<file path="config.mk">
export PLATFORM = sky130hd
export DESIGN_NAME = gbcd_iter
export DESIGN_NICKNAME = d
export VERILOG_FILES = /design/src/hw/rtl/gbcd_pkg.sv /design/src/hw/rtl/gbcd_iter.sv
export SDC_FILE = /design/constraint.sdc
export NUM_CORES = 1
export LEC_CHECK = 0
export BUFFER_PORTS_ARGS = -buffer_cell sky130_fd_sc_hd__buf_2
export CAP_MARGIN = 10
export CORE_ASPECT_RATIO = 1.25
export CORE_MARGIN = 3
export CORE_UTILIZATION = 30
export DETAILED_ROUTE_END_ITERATION = 10
export GPL_TIMING_DRIVEN = 0
export MAX_ROUTING_LAYER = met4
export PLACE_DENSITY = 0.47
export SETUP_SLACK_MARGIN = 0.05
export SYNTH_ARGS = -nofsm -noshare
export SYNTH_HDL_FRONTEND = slang
export SYNTH_SLANG_ARGS = --single-unit
</file>
<file path="constraint.sdc">
create_clock -name clk -period 12.92 [get_ports clk]
set_input_delay 0.646 -clock clk [delete_from_list [all_inputs] [get_ports clk]]
set_output_delay 0.646 -clock clk [all_outputs]
set_load 0.01 [all_outputs]
</file>
<file path="src/hw/rtl/gbcd_pkg.sv">
package gbcd_pkg;

  // fixed-point and range constants
  localparam int FRAC_BITS   = 8;
  localparam int MAX_SAMPLES = 1024;

  localparam int CNT_W  = 11;  // sample count, counter, divisor
  localparam int RAW_W  = 16;
  localparam int SUM_W  = 27;
  localparam int SQ_W   = 41;
  localparam int SQR_W  = 32;  // one raw square
  localparam int VAR_W  = 51;  // n*sumsq and sum^2
  localparam int OFF_W  = 35;  // covers a run cut short by a lowered count
  localparam int SPR_W  = 24;
  localparam int RATE_W = 21;
  localparam int GAIN_W = 20;
  localparam int PROD_W = OFF_W + GAIN_W + 1;
  localparam int QMAG_W = PROD_W - FRAC_BITS - 16;
  localparam int THR_W  = SPR_W + 8;
  localparam int MULT_W = 8;

  // shared sqrt / divide unit
  localparam int X_W   = 68;  // radicand scaled by 2^(2*FRAC_BITS), or dividend
  localparam int R_W   = 37;
  localparam int Q_W   = 35;
  localparam int ITC_W = 6;
  localparam int SQRT_STEPS = X_W / 2;
  localparam int DIV_STEPS  = Q_W;

  localparam logic [RATE_W-1:0] RATE_MAX_MAG = {1'b0, {(RATE_W-1){1'b1}}};
  localparam logic [SPR_W-1:0]  SPREAD_MAX   = {SPR_W{1'b1}};

  // configuration register indexes
  typedef enum logic [1:0] {
    CFG_SAMPLE_COUNT = 2'd0,
    CFG_THRESHOLD    = 2'd1,
    CFG_SCALE        = 2'd2,
    CFG_UNUSED       = 2'd3
  } cfg_idx_t;

  typedef enum logic {
    OP_SQRT = 1'b0,
    OP_DIV  = 1'b1
  } op_t;

  typedef struct packed {
    logic start;
    op_t  op;
  } unit_req_t;

  typedef enum logic [3:0] {
    ST_IDLE,
    ST_ACC,
    ST_CAL_MUL,
    ST_CAL_SUB,
    ST_CAL_SQRT,
    ST_CAL_DIVS,
    ST_CAL_DIVO,
    ST_MEAS_MUL,
    ST_MEAS_RND,
    ST_FINISH
  } state_t;

  // dps per digit in Q24 for each full scale
  function automatic logic [GAIN_W-1:0] gain_q24(input logic [1:0] sel);
    logic [GAIN_W-1:0] g;
    case (sel)
      2'd0:    g = GAIN_W'(128060);
      2'd1:    g = GAIN_W'(256138);
      2'd2:    g = GAIN_W'(511487);
      default: g = GAIN_W'(1022991);
    endcase
    return g;
  endfunction

endpackage

</file>
<file path="src/hw/rtl/gbcd_iter.sv">
// Shared one-bit-per-cycle unit: integer square root (two radicand bits a
// cycle) or restoring division by the sample count.
module gbcd_iter import gbcd_pkg::*; (
  input  logic             clk,
  input  logic             rst,
  input  unit_req_t        req,
  input  logic [VAR_W-1:0] radicand,
  input  logic [Q_W-1:0]   dividend,
  input  logic [CNT_W-1:0] divisor,
  output logic             done,
  output logic [Q_W-1:0]   result
);

  logic [X_W-1:0]   x;
  logic [R_W-1:0]   r;
  logic [Q_W-1:0]   q;
  logic [ITC_W-1:0] cnt;
  logic             busy;
  op_t              op;

  logic [R_W-1:0] remc;
  logic [R_W-1:0] trial;
  logic           ge;

  // one step of the shared compare and subtract
  always_comb begin
    if (op == OP_SQRT) begin
      remc  = {r[R_W-3:0], x[X_W-1 -: 2]};
      trial = {1'b0, q[Q_W-2:0], 2'b01};
    end else begin
      remc  = {r[R_W-2:0], x[X_W-1]};
      trial = {{(R_W-CNT_W){1'b0}}, divisor};
    end
    ge = (remc >= trial);
  end

  always_ff @(posedge clk) begin
    if (rst) begin
      busy <= 1'b0;
      done <= 1'b0;
    end else begin
      done <= 1'b0;
      if (req.start) begin
        busy <= 1'b1;
        op   <= req.op;
        r    <= '0;
        q    <= '0;
        if (req.op == OP_SQRT) begin
          x   <= {1'b0, radicand, {(2*FRAC_BITS){1'b0}}};
          cnt <= ITC_W'(SQRT_STEPS);
        end else begin
          x   <= {dividend, {(X_W-Q_W){1'b0}}};
          cnt <= ITC_W'(DIV_STEPS);
        end
      end else if (busy) begin
        r   <= ge ? (remc - trial) : remc;
        q   <= {q[Q_W-2:0], ge};
        x   <= (op == OP_SQRT) ? {x[X_W-3:0], 2'b00} : {x[X_W-2:0], 1'b0};
        cnt <= cnt - 1'b1;
        if (cnt == ITC_W'(1)) begin
          busy <= 1'b0;
          done <= 1'b1;
        end
      end
    end
  end

  assign result = q;

endmodule

</file>
==> flow_summary.ini, run 1 <==
[timing]
skew_ps = 16.2
hold_ws_ps = 420
hold_viol_final = 0
period_minus_slack_ps = 5560
worstMarginPinSlew_ps = 1030
slew_viol_final = 0
setup_violations = 0
fin_tns_setup_ps = 0
clock.fmax_mhz = 180
min_period_over_period_pct = 43.0
worst_slack_ps = 7360
rsz0062_at_grt = false
relSlewSlack_pct = 31.2

[worst_setup_path]
path_class = flop to flop
cp.depth = 15
rr_startpoint = op
slowest_stage = clkbuf_1
path_max_fanout = 10
crit_path_start_kind = flop
critical_path.top_delay_family = compound AO/OA/AOI/OAI gates
endpoint = r[34]
ff2ff_path_depth = 15
cp-startpoint = op
r2r_end = r[34]
crit_path_cell_trace = buf_1 > clkbuf_1 > buf_1 > mux2i_1 > ha_1 > clkbuf_1 > a21oi_1 > a211oi_1 > o21ai_0 > a21boi_0 > o41ai_2 > o21ai_0 > a21oi_1 > xor2_1 > o22ai_1
critPathMaxStageDelay_ps = 640
cp.required_ps = 13090
endpoint_kind = flop
critPathArrivalTime_ps = 5730
reg2reg_slack_ps = 7360
crit_buf_inv = 4

[detailed_routing]
dr_wl_met2_mm = 12.4
viasPerCell = 4.94
drc_errors = 0
wl_per_cell_um = 17.3
wl_met1_mm = 10.9
drt_iter0_drc = 273
routed.top_layer = met4
drtPass1Iterations = 4
detail-route-antenna-nets = 0
via_count = 7045
wl_met3_um = 904
drt-total-wl_mm = 24.7

[pwr]
vdd_drop_max_uv = 66.9
clockPowerShare_pct = 32.6
p_leak_nw = 4.34
power_switching_uw = 503
comb_power_share_pct = 32.5
power.density_nw_per_um2 = 144
switching_share_pct = 32.0
p_int_mw = 1.07
seqPwrFrac_pct = 34.8
total_power_mw = 1.57

[synthesis]
synth-xor-area-share_pct = 3.30
syn_inst = 859
yosysUniqueCellTypes = 64
yosys.area_share.simple_pct = 14.8
syn-num-nets = 999
yosysTopAreaCell = edfxtp_1
ys.flop_type = edfxtp_1
synth_compound_area_share_pct = 15.3
netlist_top_cells_count = edfxtp_1 (130), mux2i_1 (84), nor2b_1 (73)
avgSynthCellArea_um2 = 10.5
synth_most_common_cell = edfxtp_1
synthArstFlopShare_pct = 0
yosysWarnings = 0
synth-edff-count = 130
yosys.area.top_type_share_pct = 43.3
ys_ff_latch = 132
synth_fa_ha_area_share_pct = 5.49
synth_top_family_by_area = compound AO/OA/AOI/OAI gates
synth_area_um2 = 9020
synth_mux_area_share_pct = 13.9
ys_seq_area_share_pct = 43.7
synth_area_leaders = edfxtp_1 (43%), mux2i_1 (9.3%), ha_1 (5.3%)

[floorplan]
die_height_um = 200
core_area_um2 = 29400
ios = 137
rows = 70
die_area_um2 = 32200
start_util_pct = 30.7
fp.dieW_um = 161

[clock_tree]
clk_latency_ps = 430
clk_pin_slew_ps = 60
tritoncts = built
cts-root-buf = clkbuf_16
clk_path_buf_depth = 2
cts.sinks = 132
cts_hold_buf = 0
postCtsResizedCells = 0
cts_setup_buffers = 0
cts.htree.levels = 4
cts_made_buffers = 17

[hold_path]
min_path_type = input pin to flop

[job]
drv_cap = 0

[status]
status = finished, final reports clean

[final_layout]
area_delta_synth_final_pct = 20.7
stdcell_area_um2 = 10900
final_layout_size_suffix_gt1_share_pct = 21.9
nNetsFinal = 1158
n_fill_cell = 3037
final-seq-area_um2 = 3940
multi_input_area_um2 = 4770

[global_route]
antenna_found_initial = 1
grt-ovfl-total = 0
grt_pass1_vias = 7360
grt_pass1_wl_mm = 39.4
grt_max_degree = 35
grtUsageTotal_pct = 16.1

[placed_design]
gp_congestion = 0.808
hpwl_mm = 18.6
io_buffers = 136
pre_cts_ws_ps = 7290
place_area_um2 = 10300
[power groups by stage]
stage	combinational, mW	clock [mW]	sequential, mW
after CTS	0.516	0.527	0.548
after floorplan	0.382	0	0.556
final	0.511	0.513	0.547
after detailed placement	0.513	0	0.556
after global placement	0.506	0	0.563
after global routing	0.571	0.544	0.552
[cells in the final DEF (no fill, tap or decap), drive strengths merged, types with 45 or more instances in the layout]
cell,count
buf,161
edfxtp,130
mux2i,84
nor2b,73
a21oi,64
nor2,58
clkbuf,57
nand2,45
a211oi,45
[worst min path at each step]
| stage | startpoint | endpoint | slack (ps) | cells after the start |
|---|---|---|---|---|
| after floorplan | busy | done | 460 | 1 |
| after global placement | busy | done | 490 | 1 |
| after detailed placement | busy | done | 490 | 1 |
| after CTS | req[0] | op | 400 | 1 |
| after global routing | req[0] | op | 410 | 1 |
| final | req[0] | op | 420 | 1 |
[cell type report]
type,instances,share of cell area [%]
tap,396,4.55
clock inverter,11,1.47
inverter,11,0.379
buffer,58,2.49
clock buffer,20,4.01
sequential,132,36.2
timing repair buffer,140,6.99
antenna,1,0.0230
multi-input combinational,658,43.8
[sequential cells by signal, indices dropped and copies added (netlist names)]
signal and cells:
x 52, r 36, result 35, cnt 6, busy 1, done 1, op 1
[worst register-to-register path, cell delays in order, from the launching register on]
cell and delay, ps:
edfxtp_1 470, buf_1 550, clkbuf_1 640, buf_1 590
mux2i_1 310, ha_1 260, clkbuf_1 180, a21oi_1 210
a211oi_1 120, o21ai_0 460, a21boi_0 260, o41ai_2 560
o21ai_0 190, a21oi_1 220, xor2_1 170, o22ai_1 90
[logic make-up (layout without fill, tap and decap cells)]
kind of cell,Yosys count,after routing
adder cells (fa/ha/maj),39,39
flip-flops,132,132
multiplexers,120,120
XOR/XNOR,34,34
buffers and inverters,69,240
AND/OR/NAND/NOR,255,255
AO/OA/AOI/OAI,210,210
other,0,1
[stage by stage]
step	utilization, %	instances
2_1_floorplan	-	859
3_3_place_gp	34.7	1391
3_5_place_dp	34.9	1395
4_1_cts	37.0	1426
5_1_grt	37.0	1427
6_report	37.0	1427
[per-layer routing]
layer,vias to the layer above,track usage (%)
li1,3512,-
met1,3367,19.5
met2,142,27.5
met3,24,2.39
met4,0,5.83
met5,-,-
Note: power is estimated with default switching activity, not from simulation.
==> run 2, diff against run 1 <==
==> constraint.sdc (replaced) <==
create_clock -name clk -period 5.4 [get_ports clk]
set_input_delay 0.27 -clock clk [delete_from_list [all_inputs] [get_ports clk]]
set_output_delay 0.27 -clock clk [all_outputs]
set_load 0.01 [all_outputs]
==> run 2 against run 1 <==
  * Worst hold slack worse by 390 ps
  * Cell area up 0.13%
  * Critical path type unchanged
  * Total power up 140%
  * Clock power up 130%
  * Sequential share of layout area about the same
  * Sequential cell count unchanged
  * Count of clock-buffer cells in the layout down 3
  * First-iteration DRC count down 3.3%
==> flow_summary.ini, run 2 (synthesis results as in run 1) <==
[timing]
min_period_over_period_pct = 91.1
hold_ws_ps = 29.9
hold_viol_final = 0
setup_violations = 0
rsz0062_at_grt = false
worstMarginPinSlew_ps = 996
relSlewSlack_pct = 33.6
clock.fmax_mhz = 203
skew_ps = 10.3
worst_slack_ps = 481
period_minus_slack_ps = 4920
slew_viol_final = 0
fin_tns_setup_ps = 0

[final_layout]
final_cell_mix = buf_2 (139), edfxtp_1 (130), mux2i_1 (84)
nNetsFinal = 1159
n_fill_cell = 3017
final_layout_size_suffix_gt1_share_pct = 22.8
final_core_util_pct = 37.0
stdcell_area_um2 = 10900
area_delta_synth_final_pct = 20.8
top_register = x
fin_cells = 1429
largest_reg_flops = 52
layout_commonest_cell = buf_2

[detailed_routing]
drt_iter0_drc = 264
drt-total-wl_mm = 24.6
detail-route-antenna-nets = 0
drtPass1Iterations = 5
viasPerCell = 4.95
via_count = 7074
wl_per_cell_um = 17.2
drc_errors = 0

[clock_tree]
clk_path_buf_depth = 2
cts.htree.levels = 4
cts-root-buf = clkbuf_16
cts_setup_buffers = 0
cts_made_buffers = 17
cts.sinks = 132
clk_latency_ps = 440
tritoncts = built
clk_pin_slew_ps = 70

[worst_setup_path]
cp.required_ps = 5580
path_max_fanout = 10
critPathArrivalTime_ps = 5100
crit_path_start_kind = flop
endpoint_kind = flop
path_class = flop to flop

[global_route]
grt-ovfl-total = 0
grt_max_degree = 28
grtUsageTotal_pct = 16.0
grt_pass1_vias = 7376
antenna_found_initial = 0
grt_pass1_wl_mm = 39.1

[job]
drv_cap = 0

[floorplan]
fp.dieW_um = 161
ios = 137
core_area_um2 = 29400
die_area_um2 = 32200
die_height_um = 200
rows = 70
start_util_pct = 30.7

[pwr]
power.density_nw_per_um2 = 340
power_switching_mw = 1.23
clockPowerShare_pct = 31.7
comb_power_share_pct = 33.0
vdd_drop_max_uv = 183
total_power_mw = 3.71
p_leak_nw = 4.36
p_int_mw = 2.47
seqPwrFrac_pct = 35.3
switching_share_pct = 33.3

[placed_design]
place_area_um2 = 10300
io_buffers = 136
gp_congestion = 0.816
dp.cells = 1396
hpwl_mm = 18.7
pre_cts_ws_ps = -161

[hold_path]
min_path_type = input pin to flop

[status]
status = finished, final reports clean
==> run 2: cell types whose count changed in the layout (fill, tap and decap cells not counted), sizes merged <==
cell    before  now
clkbuf      57   56
bufinv       4    2
buf        161  160
inv         11   17
==> run 2: repair_timing <==
action,CTS,global route
hold buffers,0,0
endpoints found under the setup margin,27,33
gates resized for setup,1,4
==> run 2: cell type report <==
class	instances	area, um2	area share (%)
flip-flops and latches	132	3940	36.2
repair buffers	141	788	7.23
plain buffers	58	277	2.54
diodes	1	2.50	0.0230
inverters	11	41.3	0.379
clock inverters	15	153	1.40
multi-input cells	658	4770	43.8
well taps	396	495	4.55
clock buffers	17	425	3.90
==> run 2: per-layer routing <==
metal	global-route usage [%]	vias up	share of wire, %
met5	-	-	0
met4	4.27	0	1.3
met3	2.99	22	4.1
met2	27.5	158	50
met1	19.3	3381	44
li1	-	3513	-
==> run 2: critical path, stage by stage (launching register included) <==
cell and delay (ps):
edfxtp_1 470, clkbuf_2 370, buf_1 590, mux2_2 420, ha_1 300, clkbuf_1 210
nand4_1 240, nor3_1 90, a211oi_1 470, a21boi_0 260, o41ai_2 560, o21ai_0 200
a21oi_1 210, xor2_1 180, o22ai_1 100
==> run 2: path summary, 6_finish.rpt <==
path                            slack [ps]  startpoint  endpoint  depth (start not counted)
worst max-delay path                   480          op     r[34]                         14
worst min-delay path                    30      req[0]        op                          1
worst max register to register         480          op     r[34]                         14
worst min register to register         490        busy      done                          1
==> run 2: power groups by stage <==
stage	registers (mW)	clock network, mW	logic, mW
floorplan	1.32	0	0.913
global placement	1.34	0	1.21
detailed placement	1.33	0	1.23
CTS	1.31	1.21	1.23
global route	1.32	1.25	1.37
finish	1.31	1.18	1.22
